--- config.mk ---
export PLATFORM = sky130hd
export DESIGN_NAME = led_half_duplex_serial_link_unit
export DESIGN_NICKNAME = d
export VERILOG_FILES = /design/src/hw/rtl/lhsl_pkg.sv /design/src/hw/rtl/lhsl_ram.sv /design/src/hw/rtl/lhsl_link.sv /design/src/hw/rtl/led_half_duplex_serial_link_unit.sv
export SDC_FILE = /design/constraint.sdc
export NUM_CORES = 1
export LEC_CHECK = 0
export BUFFER_PORTS_ARGS = -buffer_cell sky130_fd_sc_hd__buf_2
export CORE_ASPECT_RATIO = 1.5
export CORE_MARGIN = 4
export CORE_UTILIZATION = 52
export DETAILED_ROUTE_END_ITERATION = 8
export PLACE_DENSITY = 0.69
export SETUP_SLACK_MARGIN = 0.1
export SLEW_MARGIN = 20
export SYNTH_ARGS = -nofsm -noshare
export SYNTH_HDL_FRONTEND = slang
export SYNTH_SLANG_ARGS = --single-unit
--- constraint.sdc ---
create_clock -name clk_i -period 6.1 [get_ports clk_i]
set_input_delay 1.22 -clock clk_i [delete_from_list [all_inputs] [get_ports clk_i]]
set_output_delay 1.22 -clock clk_i [all_outputs]
set_load 0.05 [all_outputs]
--- src/hw/rtl/lhsl_pkg.sv ---
// Shared types, constants and helpers of the LED half-duplex serial link.
`timescale 1ns / 1ps

package lhsl_pkg;

  localparam int unsigned RING_DEPTH_DEF = 16;

  localparam int unsigned CFG_IDX_W  = 3;
  localparam int unsigned CFG_DATA_W = 16;

  localparam logic [9:0]  BIT_THRESHOLD_RST = 10'd290;
  localparam logic [15:0] PHASE_PERIOD_RST  = 16'd16;
  localparam logic [7:0]  SYNC_LENGTH_RST   = 8'd8;
  localparam logic [3:0]  DATA_BITS_RST     = 4'd8;
  localparam logic        STOP_ENABLE_RST   = 1'b1;
  localparam logic        STOP_LEVEL_RST    = 1'b0;
  localparam logic [7:0]  LFSR_SEED         = 8'h01;
  localparam logic [7:0]  LFSR_TAPS         = 8'hB8;

  typedef enum logic [1:0] {
    FUNC_TICK = 2'd0,
    FUNC_LOAD = 2'd1,
    FUNC_POP  = 2'd2,
    FUNC_NOP  = 2'd3
  } func_e;

  typedef enum logic [CFG_IDX_W-1:0] {
    CFG_BIT_THRESHOLD = 3'd0,
    CFG_PHASE_PERIOD  = 3'd1,
    CFG_SYNC_LENGTH   = 3'd2,
    CFG_DATA_BITS     = 3'd3,
    CFG_STOP_ENABLE   = 3'd4,
    CFG_STOP_LEVEL    = 3'd5
  } cfg_idx_e;

  typedef struct packed {
    logic [1:0] func;
    logic [9:0] adc_sample;
    logic [7:0] tx_byte_in;
  } in_t;

  typedef struct packed {
    logic       pin_drive;
    logic       led_on;
    logic [7:0] rx_byte;
    logic       rx_valid;
    logic       tx_taken;
    logic       rx_ready;
    logic       tx_ready;
    logic [1:0] link_state;
  } out_t;

  typedef struct packed {
    logic [9:0]  bit_threshold;
    logic [15:0] phase_period;
    logic [7:0]  sync_length;
    logic [3:0]  data_bits;
    logic        stop_enable;
    logic        stop_level;
  } cfg_t;

  // Residue mod 3 of a byte: base-4 digits sum to the same residue.
  function automatic logic [1:0] mod3(input logic [7:0] v);
    logic [3:0] s;
    logic [1:0] r;
    s = 4'(v[1:0]) + 4'(v[3:2]) + 4'(v[5:4]) + 4'(v[7:6]);
    case (s)
      4'd0, 4'd3, 4'd6, 4'd9, 4'd12: r = 2'd0;
      4'd1, 4'd4, 4'd7, 4'd10:       r = 2'd1;
      4'd2, 4'd5, 4'd8, 4'd11:       r = 2'd2;
      default:                       r = 2'd0;
    endcase
    return r;
  endfunction

endpackage

--- src/hw/rtl/lhsl_ram.sv ---
// Generic single-write, single-read RAM with registered read data.
`timescale 1ns / 1ps

module lhsl_ram #(
  parameter int unsigned WIDTH = 8,
  parameter int unsigned DEPTH = 16
) (
  input  logic                     clk_i,
  input  logic                     we_i,
  input  logic [$clog2(DEPTH)-1:0] waddr_i,
  input  logic [WIDTH-1:0]         wdata_i,
  input  logic                     re_i,
  input  logic [$clog2(DEPTH)-1:0] raddr_i,
  output logic [WIDTH-1:0]         rdata_o
);

  logic [WIDTH-1:0] mem [DEPTH];
  logic [WIDTH-1:0] rdata_q;

  always_ff @(posedge clk_i) begin
    if (we_i) begin
      mem[waddr_i] <= wdata_i;
    end
    if (re_i) begin
      rdata_q <= mem[raddr_i];
    end
  end

  assign rdata_o = rdata_q;

endmodule

--- src/hw/rtl/lhsl_link.sv ---
// Link state machine: tick phases, sync search, deframing, framing and ring bookkeeping.
`timescale 1ns / 1ps

module lhsl_link #(
  parameter int unsigned RING_DEPTH = lhsl_pkg::RING_DEPTH_DEF
) (
  input  logic                          clk_i,
  input  logic                          rst_ni,
  input  logic                          step_i,
  input  lhsl_pkg::in_t                 item_i,
  input  lhsl_pkg::cfg_t                cfg_i,
  output lhsl_pkg::out_t                res_o,
  output logic                          ram_we_o,
  output logic [$clog2(RING_DEPTH)-1:0] ram_waddr_o,
  output logic [7:0]                    ram_wdata_o,
  output logic                          ram_re_o,
  output logic [$clog2(RING_DEPTH)-1:0] ram_raddr_o
);

  localparam int unsigned AW = $clog2(RING_DEPTH);
  localparam int unsigned FW = $clog2(RING_DEPTH + 1);

  typedef enum logic [1:0] {
    MODE_SEARCH  = 2'd0,
    MODE_SYNCING = 2'd1,
    MODE_SYNCED  = 2'd2
  } mode_e;

  typedef enum logic [1:0] {
    PH_SAMPLE  = 2'd0,
    PH_DRIVE   = 2'd1,
    PH_RELEASE = 2'd2
  } phase_e;

  mode_e        mode_q, mode_d;
  phase_e       phase_q, phase_d;
  logic [15:0]  wait_q, wait_d;
  logic [7:0]   sync_q, sync_d;
  logic         recv_q, recv_d;
  logic         xmit_q, xmit_d;
  logic [3:0]   rx_pos_q, rx_pos_d;
  logic [3:0]   tx_pos_q, tx_pos_d;
  logic [7:0]   tx_shift_q, tx_shift_d;
  logic [7:0]   rx_shift_q, rx_shift_d;
  logic [AW-1:0] wpos_q, wpos_d;
  logic [FW-1:0] fill_q, fill_d;
  logic [7:0]   lfsr_q, lfsr_d;
  logic         pin_q, pin_d;
  logic         led_q, led_d;

  logic         one;
  logic [3:0]   tx_end;
  logic [3:0]   tx_idx;
  logic         synced;
  logic         ring_full;
  logic         ram_we, ram_re, taken;
  logic [7:0]   wr_byte;
  logic [FW:0]  w_ext, f_ext, rd_full;

  assign one       = (~item_i.adc_sample) > cfg_i.bit_threshold;
  assign tx_end    = cfg_i.data_bits + 4'd1;
  assign tx_idx    = tx_pos_q - 4'd1;
  assign synced    = (mode_q == MODE_SYNCED);
  assign ring_full = (fill_q >= FW'(RING_DEPTH));

  // Oldest stored byte sits fill entries behind the write position.
  assign w_ext   = (FW + 1)'(wpos_q);
  assign f_ext   = (FW + 1)'(fill_q);
  assign rd_full = (w_ext >= f_ext) ? (w_ext - f_ext)
                                    : (w_ext + (FW + 1)'(RING_DEPTH) - f_ext);

  always_comb begin
    mode_d     = mode_q;
    phase_d    = phase_q;
    wait_d     = wait_q;
    sync_d     = sync_q;
    recv_d     = recv_q;
    xmit_d     = xmit_q;
    rx_pos_d   = rx_pos_q;
    tx_pos_d   = tx_pos_q;
    tx_shift_d = tx_shift_q;
    rx_shift_d = rx_shift_q;
    wpos_d     = wpos_q;
    fill_d     = fill_q;
    lfsr_d     = lfsr_q;
    pin_d      = pin_q;
    led_d      = led_q;
    ram_we     = 1'b0;
    ram_re     = 1'b0;
    taken      = 1'b0;
    wr_byte    = rx_shift_q;

    case (lhsl_pkg::func_e'(item_i.func))
      lhsl_pkg::FUNC_TICK: begin
        if (wait_q != 16'd0) begin
          wait_d = wait_q - 16'd1;
        end else if (phase_q == PH_DRIVE) begin
          led_d = 1'b0;
          if (mode_q == MODE_SEARCH) begin
            led_d = 1'b1;
          end else if (mode_q == MODE_SYNCING) begin
            led_d = (sync_q < cfg_i.sync_length);
          end else if (xmit_q) begin
            if (tx_pos_q == 4'd0) begin
              led_d    = 1'b1;
              tx_pos_d = 4'd1;
            end else if (tx_pos_q == tx_end) begin
              led_d  = cfg_i.stop_level;
              xmit_d = 1'b0;
            end else begin
              led_d    = !tx_idx[3] && tx_shift_q[tx_idx[2:0]];
              tx_pos_d = tx_pos_q + 4'd1;
              if (!cfg_i.stop_enable && tx_pos_d == tx_end) begin
                xmit_d = 1'b0;
              end
            end
          end
          pin_d   = 1'b1;
          phase_d = PH_RELEASE;
          wait_d  = cfg_i.phase_period;
        end else if (phase_q == PH_RELEASE) begin
          pin_d   = 1'b0;
          led_d   = 1'b0;
          phase_d = PH_SAMPLE;
          wait_d  = cfg_i.phase_period >> 1;
        end else begin
          wait_d  = cfg_i.phase_period >> 1;
          phase_d = PH_DRIVE;
          case (mode_q)
            MODE_SEARCH: begin
              if (one) begin
                sync_d = sync_q + 8'd1;
                if (sync_d >= cfg_i.sync_length) begin
                  mode_d = MODE_SYNCING;
                  sync_d = 8'd0;
                end
              end else begin
                // Drop the count and nudge the sample point by a random 0..2 ticks.
                sync_d = 8'd0;
                lfsr_d = (lfsr_q >> 1) ^ (lfsr_q[0] ? lhsl_pkg::LFSR_TAPS : 8'h00);
                wait_d = wait_d + 16'(lhsl_pkg::mod3(lfsr_d));
              end
            end
            MODE_SYNCING: begin
              if (sync_q < cfg_i.sync_length) begin
                sync_d = sync_q + 8'd1;
              end
              if (!one) begin
                mode_d   = MODE_SYNCED;
                fill_d   = '0;
                rx_pos_d = 4'd0;
                recv_d   = 1'b0;
                xmit_d   = 1'b0;
                sync_d   = cfg_i.sync_length;
              end
            end
            default: begin
              if (sync_q != 8'd0) begin
                sync_d = sync_q - 8'd1;
              end
              if (recv_q) begin
                if (cfg_i.stop_enable && rx_pos_q == cfg_i.data_bits) begin
                  if (one != cfg_i.stop_level) begin
                    mode_d = MODE_SEARCH;
                    sync_d = 8'd0;
                  end else begin
                    ram_we = 1'b1;
                  end
                end else begin
                  if (one && !rx_pos_q[3]) begin
                    rx_shift_d[rx_pos_q[2:0]] = 1'b1;
                  end
                  rx_pos_d = rx_pos_q + 4'd1;
                  wr_byte  = rx_shift_d;
                  if (!cfg_i.stop_enable && rx_pos_d == cfg_i.data_bits) begin
                    ram_we = 1'b1;
                  end
                end
                if (ram_we) begin
                  wpos_d = (wpos_q == AW'(RING_DEPTH - 1)) ? '0 : wpos_q + AW'(1);
                  fill_d = fill_q + FW'(1);
                  recv_d = 1'b0;
                end
              end else if (one) begin
                if (ring_full) begin
                  mode_d = MODE_SEARCH;
                  sync_d = 8'd0;
                end else begin
                  rx_shift_d = 8'd0;
                  rx_pos_d   = 4'd0;
                  recv_d     = 1'b1;
                end
              end
            end
          endcase
        end
      end
      lhsl_pkg::FUNC_LOAD: begin
        if (synced && sync_q == 8'd0 && !xmit_q) begin
          tx_shift_d = item_i.tx_byte_in;
          tx_pos_d   = 4'd0;
          xmit_d     = 1'b1;
          taken      = 1'b1;
        end
      end
      lhsl_pkg::FUNC_POP: begin
        if (synced && fill_q != '0) begin
          ram_re = 1'b1;
          fill_d = fill_q - FW'(1);
        end
      end
      default: begin
      end
    endcase
  end

  always_ff @(posedge clk_i or negedge rst_ni) begin
    if (!rst_ni) begin
      mode_q     <= MODE_SEARCH;
      phase_q    <= PH_SAMPLE;
      wait_q     <= '0;
      sync_q     <= '0;
      recv_q     <= 1'b0;
      xmit_q     <= 1'b0;
      rx_pos_q   <= '0;
      tx_pos_q   <= '0;
      tx_shift_q <= '0;
      rx_shift_q <= '0;
      wpos_q     <= '0;
      fill_q     <= '0;
      lfsr_q     <= lhsl_pkg::LFSR_SEED;
      pin_q      <= 1'b0;
      led_q      <= 1'b0;
    end else if (step_i) begin
      mode_q     <= mode_d;
      phase_q    <= phase_d;
      wait_q     <= wait_d;
      sync_q     <= sync_d;
      recv_q     <= recv_d;
      xmit_q     <= xmit_d;
      rx_pos_q   <= rx_pos_d;
      tx_pos_q   <= tx_pos_d;
      tx_shift_q <= tx_shift_d;
      rx_shift_q <= rx_shift_d;
      wpos_q     <= wpos_d;
      fill_q     <= fill_d;
      lfsr_q     <= lfsr_d;
      pin_q      <= pin_d;
      led_q      <= led_d;
    end
  end

  always_comb begin
    res_o            = '0;
    res_o.pin_drive  = pin_d;
    res_o.led_on     = led_d;
    res_o.rx_valid   = ram_re;
    res_o.tx_taken   = taken;
    res_o.rx_ready   = (mode_d == MODE_SYNCED) && (fill_d != '0);
    res_o.tx_ready   = (mode_d == MODE_SYNCED) && (sync_d == 8'd0) && !xmit_d;
    res_o.link_state = mode_d;
  end

  assign ram_we_o    = step_i && ram_we;
  assign ram_waddr_o = wpos_q;
  assign ram_wdata_o = wr_byte;
  assign ram_re_o    = step_i && ram_re;
  assign ram_raddr_o = rd_full[AW-1:0];

  a_fill_bound : assert property (@(posedge clk_i) disable iff (!rst_ni)
    fill_q <= FW'(RING_DEPTH))
    else $error("ring fill count beyond ring depth");

  a_dark_when_released : assert property (@(posedge clk_i) disable iff (!rst_ni)
    !pin_q |-> !led_q)
    else $error("LED lit while pin released");

  a_write_when_synced : assert property (@(posedge clk_i) disable iff (!rst_ni)
    ram_we_o |-> (synced && recv_q && !ring_full))
    else $error("ring write outside a received character");

  a_pop_needs_data : assert property (@(posedge clk_i) disable iff (!rst_ni)
    ram_re_o |=> fill_q == $past(fill_q) - FW'(1))
    else $error("pop did not consume a ring entry");

endmodule

--- src/hw/rtl/led_half_duplex_serial_link_unit.sv ---
// Top level of the LED half-duplex serial link: config registers, handshakes, result register.
`timescale 1ns / 1ps

// Usage:
//   Input channel (in_valid_i / in_stall_o / in_data_i) carries one beat per
//   request: func 0 is a time tick, 1 loads a transmit byte, 2 pops a received
//   byte, 3 does nothing. Output channel (out_valid_o / out_stall_i /
//   out_data_o) returns exactly one result beat per input beat, in order,
//   showing pin drive, LED level, popped byte and link status after the step.
//   Configuration is a plain write port (cfg_we_i, cfg_index_i, cfg_wdata_i);
//   write it only while no beat is in flight. Unknown indexes are ignored.
//   Latency: the result of a beat is presented on the cycle after it is
//   accepted. Throughput: one beat per cycle unless stalled; the link state and
//   the ring bookkeeping update in one pass per beat, and a popped byte comes
//   straight from the ring RAM's registered read port into the result.
//   Stall: while a result waits with out_stall_i high, in_stall_o is raised
//   and the result, including the popped byte, holds. A new beat is taken in
//   the same cycle the waiting result leaves.
//   Reset: the link searches for a preamble, the pin is released, the ring is
//   empty and the config registers return to their defaults. The ring RAM
//   itself is not cleared; only written entries are ever popped.

module led_half_duplex_serial_link_unit #(
  parameter int unsigned RING_DEPTH = lhsl_pkg::RING_DEPTH_DEF
) (
  input  logic                              clk_i,
  input  logic                              rst_ni,
  input  logic                              in_valid_i,
  output logic                              in_stall_o,
  input  lhsl_pkg::in_t                     in_data_i,
  output logic                              out_valid_o,
  input  logic                              out_stall_i,
  output lhsl_pkg::out_t                    out_data_o,
  input  logic                              cfg_we_i,
  input  logic [lhsl_pkg::CFG_IDX_W-1:0]    cfg_index_i,
  input  logic [lhsl_pkg::CFG_DATA_W-1:0]   cfg_wdata_i
);

  localparam int unsigned AW = $clog2(RING_DEPTH);

  lhsl_pkg::cfg_t cfg_q;
  lhsl_pkg::out_t res;
  lhsl_pkg::out_t res_q;
  logic           out_valid_q;
  logic           step;
  logic           ram_we, ram_re;
  logic [AW-1:0]  ram_waddr, ram_raddr;
  logic [7:0]     ram_wdata, ram_rdata;

  // Hold off input only while a result is parked and the receiver stalls.
  assign in_stall_o = out_valid_q && out_stall_i;
  assign step       = in_valid_i && !in_stall_o;

  // Register writes; mask each value to its field width.
  always_ff @(posedge clk_i or negedge rst_ni) begin
    if (!rst_ni) begin
      cfg_q.bit_threshold <= lhsl_pkg::BIT_THRESHOLD_RST;
      cfg_q.phase_period  <= lhsl_pkg::PHASE_PERIOD_RST;
      cfg_q.sync_length   <= lhsl_pkg::SYNC_LENGTH_RST;
      cfg_q.data_bits     <= lhsl_pkg::DATA_BITS_RST;
      cfg_q.stop_enable   <= lhsl_pkg::STOP_ENABLE_RST;
      cfg_q.stop_level    <= lhsl_pkg::STOP_LEVEL_RST;
    end else if (cfg_we_i) begin
      case (lhsl_pkg::cfg_idx_e'(cfg_index_i))
        lhsl_pkg::CFG_BIT_THRESHOLD: cfg_q.bit_threshold <= cfg_wdata_i[9:0];
        lhsl_pkg::CFG_PHASE_PERIOD:  cfg_q.phase_period  <= cfg_wdata_i[15:0];
        lhsl_pkg::CFG_SYNC_LENGTH:   cfg_q.sync_length   <= cfg_wdata_i[7:0];
        lhsl_pkg::CFG_DATA_BITS:     cfg_q.data_bits     <= cfg_wdata_i[3:0];
        lhsl_pkg::CFG_STOP_ENABLE:   cfg_q.stop_enable   <= cfg_wdata_i[0];
        lhsl_pkg::CFG_STOP_LEVEL:    cfg_q.stop_level    <= cfg_wdata_i[0];
        default: begin
        end
      endcase
    end
  end

  lhsl_link #(
    .RING_DEPTH (RING_DEPTH)
  ) u_link (
    .clk_i       (clk_i),
    .rst_ni      (rst_ni),
    .step_i      (step),
    .item_i      (in_data_i),
    .cfg_i       (cfg_q),
    .res_o       (res),
    .ram_we_o    (ram_we),
    .ram_waddr_o (ram_waddr),
    .ram_wdata_o (ram_wdata),
    .ram_re_o    (ram_re),
    .ram_raddr_o (ram_raddr)
  );

  // Receive ring; the read port only moves on a pop, so its data holds under stall.
  lhsl_ram #(
    .WIDTH (8),
    .DEPTH (RING_DEPTH)
  ) u_ring (
    .clk_i   (clk_i),
    .we_i    (ram_we),
    .waddr_i (ram_waddr),
    .wdata_i (ram_wdata),
    .re_i    (ram_re),
    .raddr_i (ram_raddr),
    .rdata_o (ram_rdata)
  );

  // Result register: load on every accepted beat, drop valid once taken.
  always_ff @(posedge clk_i or negedge rst_ni) begin
    if (!rst_ni) begin
      out_valid_q <= 1'b0;
    end else if (step) begin
      out_valid_q <= 1'b1;
    end else if (!out_stall_i) begin
      out_valid_q <= 1'b0;
    end
  end

  always_ff @(posedge clk_i) begin
    if (step) begin
      res_q <= res;
    end
  end

  always_comb begin
    out_data_o         = res_q;
    out_data_o.rx_byte = res_q.rx_valid ? ram_rdata : 8'd0;
  end

  assign out_valid_o = out_valid_q;

  a_stall_only_when_full : assert property (@(posedge clk_i) disable iff (!rst_ni)
    in_stall_o |-> out_valid_o)
    else $error("input stalled with no result parked");

  a_result_follows_beat : assert property (@(posedge clk_i) disable iff (!rst_ni)
    step |=> out_valid_o)
    else $error("accepted beat produced no result");

  a_pop_result_flag : assert property (@(posedge clk_i) disable iff (!rst_ni)
    ram_re |=> out_data_o.rx_valid)
    else $error("ring read without a popped result");

endmodule

======== After elaboration in Yosys (flattened, before gate mapping) ========
Memories as Yosys holds them, arrays and structs flattened. A register that Yosys moved wholly into a read port is not among the register bits.
Cells that the tools add are included.
word-level totals
  output and inout bits ................... 18
  memories ................................ 2
  input port bits ......................... 44
  logic and storage cells ................. 284
  memory bits (writable) .................. 128
  bits in read-only memories .............. 32
  register bits ........................... 122
  bits in latches ......................... 0
cells by class
  order comparisons ....................... 8
  div/mod/pow operators ................... 0
  bitwise gates (word level) .............. 9
  reductions and logical operators ........ 51
  $mul .................................... 0
  muxes and demuxes ....................... 138
  eq/ne operators ......................... 30
  $add $sub $neg .......................... 17
  shifts and indexed selects .............. 0
memory list
  name             depth  bits a word  rd ports  clocked after Yosys merged registers in  write ports  line            source
  u_ring.mem       16     8            1         1                                        1            lhsl_ram.sv:17  logic [WIDTH-1:0] mem [DEPTH];
  (no name shown)  16     2            1         0                                        0            lhsl_pkg.sv:67  case (s)
operators with widths
  kind                     number
  $mux W8                  27
  $mux W16                 5
  $mux W4                  15
  $mux W1                  55
  $mux W2                  19
  $mux W5                  7
  $add A4 B1 Y4 const B    5
  $pmux W5 S2              2
  $add A15 B2 Y16          1
  $eq A4 B4 Y1             4
  $logic_and A1 B1 Y1      16
  $logic_not A8 Y1         2
  $pmux W4 S2              2
  $pmux W8 S2              1
  $reduce_and A8 Y1        2
  $reduce_bool A16 Y1      1
  $sub A16 B1 Y16 const B  1
  $reduce_and A2 Y1        7
  $reduce_and A7 Y1        2
  $gt A10 B10 Y1           1
  $ne A2 B1 Y1 const B     5
  $not A10 Y10             1
  $reduce_and A10 Y1       1
  $reduce_bool A5 Y1       2
  41 further kinds         69

======== Depth between registers and ports, before layout ========
  depth after elaboration ................. 20
  gate-level depth with buffers ........... 18
  depth with buffers taken out ............ 18

======== By module ========
From an unflattened synthesis, not the netlist that was laid out.
unflattened totals
  cell total of the unflattened synthesis .. 1184
  area, all modules ....................... 14058.5 sq um
modules (own cells, without submodules)
  module                            area an instance (sq um)  seq. area each (sq um)  instances  cells each
  lhsl_link                         6891.6                    1828.0                  1          845
  lhsl_ram                          5227.5                    4083.9                  1          229
  led_half_duplex_serial_link_unit  1939.4                    1275.0                  1          110

======== Least setup slack after synthesis ========
OpenSTA, ideal clock, no wires.
  kind .................................... input to register
  start ................................... in in_data_i[12] in the netlist's numbering
  end ..................................... mem u_ring.mem[3][0] (enable)
  setup time .............................. 0.383 ns
  arrival time ............................ 4.151 ns
  cell stages on the path ................. 11
  setup slack ............................. 1.566 ns
  buffers on the path ..................... 0
  required time ........................... 5.717 ns
  cell sequence ........................... inv_1 -> ha_1 -> and4_1 -> o21a_1 -> o31ai_1 -> nand2_1 -> a2111oi_0 -> o21ai_1 -> nor2_1 -> nand2_1 -> nor3_1
on the way
  word-level cells in the longest chain between the ends .. 20
ends and longest elaborated chain
  element                        line                                    source
  start: declaration             led_half_duplex_serial_link_unit.sv:30  input lhsl_pkg::in_t in_data_i,
  $not A10 Y10                   lhsl_link.sv:60                         assign one = (~item_i.adc_sample) > cfg_i.bit_threshold;
  $gt A10 B10 Y1                 lhsl_link.sv:60
  $ne A1 B1 Y1                   lhsl_link.sv:163                        if (one != cfg_i.stop_level) begin
  $mux W1                        lhsl_link.sv:163
  $mux W1                        lhsl_link.sv:162                        if (cfg_i.stop_enable && rx_pos_q == cfg_i.data_bits) begin
  $mux W1                        lhsl_link.sv:161                        if (recv_q) begin
  $mux W1                        lhsl_link.sv:129                        case (mode_q)
  $mux W1                        lhsl_link.sv:121                        end else if (phase_q == PH_RELEASE) begin
  (+4 left out)                  n/a
  $mux W1                        lhsl_link.sv:129
  $mux W1                        lhsl_link.sv:121
  $mux W1                        lhsl_link.sv:97                         end else if (phase_q == PH_DRIVE) begin
  $mux W1                        lhsl_link.sv:95                         if (wait_q != 16'd0) begin
  $mux W1                        lhsl_link.sv:93                         case (lhsl_pkg::func_e'(item_i.func))
  $logic_and A1 B1 Y1            lhsl_link.sv:264                        assign ram_we_o = step_i && ram_we;
  $mux W1                        lhsl_ram.sv:21                          if (we_i) begin
  $mux W1 (implied by the code)  lhsl_ram.sv:22                          mem[waddr_i] <= wdata_i;
  end: declaration               lhsl_ram.sv:17
No other way between the ends. The select of a mux whose other input is x is not followed.

======== Worst setup path in the final report ========
  start ................................... reg u_link.lfsr_q[0]
  end ..................................... reg u_link.wait_q[11]
on the way
  word-level cells in the longest chain between the ends .. 18
ends and longest elaborated chain
  element                   line              source
  start: declaration        lhsl_link.sv:47   logic [7:0] lfsr_q, lfsr_d;
  start signal: assignment  lhsl_link.sv:231  lfsr_q <= lhsl_pkg::LFSR_SEED;
  start signal: assignment  lhsl_link.sv:247  lfsr_q <= lfsr_d;
  $mux W8 (*)               lhsl_link.sv:140  lfsr_d = (lfsr_q >> 1) ^ (lfsr_q[0] ? lhsl_pkg::LFSR_TAPS : 8'h00);
  $xor A7 B8 Y8 (*)         lhsl_link.sv:140
  $add A2 B2 Y3             lhsl_pkg.sv:66    s = 4'(v[1:0]) + 4'(v[3:2]) + 4'(v[5:4]) + 4'(v[7:6]);
  $add A4 B2 Y4             lhsl_pkg.sv:66
  $add A4 B2 Y4 (*)         lhsl_pkg.sv:66
  $mem_v2 Z16 W2 (*)        n/a
  $mux W2 (*)               lhsl_link.sv:131  if (one) begin
  $mux W2 (*)               lhsl_link.sv:129
  (+2 left out)             n/a
  $mux W2 (*)               lhsl_link.sv:95
  $mux W2 (*)               lhsl_link.sv:93
  $add A15 B2 Y16 (*)       lhsl_link.sv:141  wait_d = wait_d + 16'(lhsl_pkg::mod3(lfsr_d));
  $mux W16 (*)              lhsl_link.sv:131
  $mux W16 (*)              lhsl_link.sv:129
  $mux W16 (*)              lhsl_link.sv:121
  $mux W16 (*)              lhsl_link.sv:97
  $mux W16 (*)              lhsl_link.sv:95
  end signal: assignment    lhsl_link.sv:237  wait_q <= wait_d;
  end: declaration          lhsl_link.sv:37   logic [15:0] wait_q, wait_d;
Mark *: on every way between the ends. The rest lies on a longest branch, timed or not. The select of a mux whose other input is x is not followed.
A chain may end at the register's enable or synchronous reset.

==> summary.txt <==
Pwr
  – Sequential fraction of design power: 45.4%
  – Switching power: 0.00117 W
  – Static leakage power: 5.77 nW
  – Clock network fraction of design power: 39.1%
  – Highest ir drop seen on vdd: 0.000277 V
  – Total internal power: 0.00328 W
  – Total Power: 0.00445 W
  – Total power divided by cell area: 291 nW/um^2
  – Switching share of total power: 26.2%
  – Part of the power in combinational logic: 15.6%

Logic synthesis
  – Top-count cell post-synth: edfxtp_1
  – Total of warnings raised by yosys: 0
  – Synthesized area per cell: 11.5 um^2
  – Synthesized-area fraction occupied by xor and xnor cells: 2.71%
  – Most area-hungry cell type in the Yosys netlist: edfxtp_1
  – Post-synthesis async set-or-reset flop share: 44.2%
  – Simple logic cell fraction of the synthesized area: 12.9%
  – Post-synthesis net count: 1,289
  – Post-synthesis adder-cell area fraction: 5.52%
  – Cells taking the most area after synthesis: edfxtp_1 (32%), dfrtp_1 (19%), mux4_2 (5.6%)
  – Sequential fraction of the synthesis area: 52.8%
  – Total standard cell area after synthesis: 13,600 um^2
  – Most frequently used flop master after synthesis: edfxtp_1
  – Cell variety after synth: 78
  – Area share of the largest cell type after synthesis: 31.8%
  – EDFF count, synth: 144
  – Combinational family with the most area after synthesis: simple AND/OR/NAND/NOR gates
  – Syn Inst Count: 1,188
  – Most numerous cell types in the synthesized netlist: edfxtp_1 (144), nand2_1 (116), dfrtp_1 (106), o21ai_0 (83), nor2_1 (80)
  – Number of synthesized register bits: 258
  – Mux share of post-synthesis cell area: 10.1%
  – Compound-gate portion of the synthesized area: 12.9%

Clocking
  – Clock latency of the later-clocked register in the worst-skew pair: 0.53 ns
  – Bufs on Longest Clock Path: 3
  – Hold Buf Count CTS: 0
  – TritonCTS clock tree: built
  – Cells resized by post-CTS repair: 0
  – Clk sink count: 258
  – TritonCTS buffer count: 25
  – Clock transition at the register clock pins on the worst setup and hold paths after CTS: 0.06 ns
  – CTS HTree Levels: 1
  – CTS root buf: clkbuf_16
  – Buffers inserted by post-CTS timing repair: 0

Layout
  – Layout net count: 1,349
  – Layout cells sized above 1: 18.2%
  – Layout overhead on the synthesized area: 12.3%
  – Number of filler instances in the final layout: 2,155
  – Footprint of the multi-input gates: 6030 um^2
  – Count of antenna diodes in the layout: 0
  – Area of all sequential standard cells: 7190 um^2
  – Final cell count without fillers: 1,599

Die
  – Initial standard-cell utilization of the core: 52.8%
  – Placement Rows: 72
  – Total die area: 28,900 um^2
  – Floorplan die height: 206 um
  – Core area: 25,800 um^2
  – Die span in x: 140 um
  – I/O pin cnt: 62

Setup path
  – Crit path arrival time: 5.17 ns
  – Critical Path Fanout Max: 6
  – Kind of launch point of the worst setup path: flop
  – Kind of critical path: reg2reg
  – Type of destination of the critical path: flop
  – Data required time at the worst endpoint: 6.48 ns

Routing
  – Detailed-route via count: 9,632
  – Count of unresolved DRC violations after routing: 0
  – Drt first pass iters: 5
  – Detailed router's first-iteration violation count: 671
  – Post-detailed-route via-to-cell ratio: 6.02
  – DRT antenna net count: 0
  – Routed len/inst: 20.8 um
  – Total wire length: 33,200 um

STA
  – Transition time at the pin with the least slew margin: 1.07 ns
  – Highest Clock Rate: 209 MHz
  – Final number of max-transition violations: 0
  – Number of endpoints failing setup at the final stage: 0
  – Total negative slack: 0 ns
  – Final WS setup: 1.31 ns
  – Worst relative slew slack: 28.4%
  – Worst Skew: 0.0234 ns
  – Final worst path period need: 4.79 ns
  – Final-report hold violation count: 0
  – Final critical-path share of the clock period: 78.5%
  – RSZ-0062 raised after global routing: no

Status
  – Result of the run: finished, final reports clean

Place
  – Cell count after placement: 1,553
  – Placement-stage worst setup slack: 1.27 ns
  – IO Port Bufs: 61
  – Final weighted congestion in routability-driven placement: 0.913
  – Placed wire-length estimate after detailed placement: 24,400 um

Global route
  – Largest net degree at the start of global routing: 65
  – Via count of the first global-routing pass: 9,855
  – Total routing resource utilization after global routing: 23.1%
  – Grt ovf: 0
  – Initial antenna violation count: 0
  – Global-route wire length before repair: 53,100 um

Hold path
  – Worst Hold Class: reg2reg

Run
  – Max cap viols: 0
## registers in the layout, indices dropped and copies added (netlist names), 4 cells and up
signal	count
u_ring.rdata_o	8
u_link.wait_q	16
u_link.tx_pos_q	4
u_link.rx_pos_q	4
u_link.sync_q	8
u_link.tx_shift_q	8
u_ring.mem	128
out_data_o	8
u_link.lfsr_q	8
u_link.fill_q	5
cfg_q	40
u_link.ram_waddr_o	4
u_link.rx_shift_q	8
## cell families (layout without fill, tap and decap cells)
family | Yosys count | count (layout)
compound gates | 277 | 277
xor+xnor | 39 | 39
fa+ha+maj | 57 | 57
buf+inv | 112 | 190
flops | 258 | 258
mux | 89 | 89
simple gates | 356 | 356
## final cells by class
cell class / instances / share of cell area (%)
inverter: 62 / 1.52
tap: 333 / 2.73
clock inverter: 17 / 1.78
multi-input combinational: 818 / 39.5
clock buffer: 28 / 4.30
timing repair buffer: 83 / 3.12
sequential: 258 / 47.0
## path summary, 6_finish.rpt
kind,cells past startpoint,slack (ns),to,start
hold reg to reg,2,0.50,u_link.rx_shift_q[0],u_link.rx_shift_q[0]
max in group asynchronous,2,4.09,cfg_q[34],rst_ni
setup reg to reg,15,1.31,u_link.wait_q[11],u_link.lfsr_q[0]
setup / recovery,15,1.31,u_link.wait_q[11],u_link.lfsr_q[0]
hold / removal,2,0.50,u_link.rx_shift_q[0],u_link.rx_shift_q[0]
min in group asynchronous,1,0.79,out_valid_o,rst_ni
## layout by cell type (no fill, tap or decap), types with 7 or more instances in the layout
cell and count:
nand2_1 116, mux2_2 41, a211oi_1 13, dfrtp_1 106, and2_1 13, edfxtp_1 144, nand2b_1 9, inv_1 61
clkbuf_16 25, nor3_1 25, nand4_1 7, nor2_1 80, o21ai_1 8, nor3b_1 8, a21o_1 11, mux2i_1 14
xnor2_1 24, nand3_1 29, xor2_1 12, a31oi_1 13, nor2b_1 19, o31ai_1 8, bufinv_16 7, a21oi_1 69
buf_2 60, and3_1 15, dfstp_2 8, mux4_2 34, o21ai_0 83, ha_1 51, buf_4 22
## worst max-delay path: stages (launching register included)
cell	delay (ns)
dfstp_2	0.59
xnor2_1	0.18
fa_1	0.47
xnor2_1	0.15
ha_1	0.21
fa_1	0.43
mux2i_1	0.15
o21ai_0	0.41
ha_1	0.24
a21oi_1	0.05
nor4b_1	0.58
nand2_1	0.29
nor2_1	0.31
mux2_2	0.38
o21ai_1	0.12
a21oi_1	0.08
## metal layers
metal	up-vias	part of all wire [%]	track usage (%)
met1	4747	37	25.3
met4	0	5.0	10.2
li1	4515	-	-
met5	-	0	0
met3	101	4.0	2.57
met2	269	54	44.5
## per-stage QoR
step           cell area, um^2  util (%)  hold slack [ns]
2_1_floorplan            13600         -            0.447
3_3_place_gp             14300      55.6            0.461
3_5_place_dp             14300      55.6            0.483
4_1_cts                  15300      59.2            0.503
5_1_grt                  15300      59.3            0.512
6_report                 15300      59.3            0.503
## power groups by stage
| stage | logic (W) | registers [W] | clock network [W] |
|---|---|---|---|
| floorplan | 0.000491 | 0.00203 | 0 |
| global placement | 0.000676 | 0.00205 | 0 |
| detailed placement | 0.000691 | 0.00205 | 0 |
| CTS | 0.000695 | 0.00201 | 0.00177 |
| global route | 0.000767 | 0.00203 | 0.00184 |
| finish | 0.000693 | 0.00202 | 0.00174 |
Power figures use the tool's default switching activity.
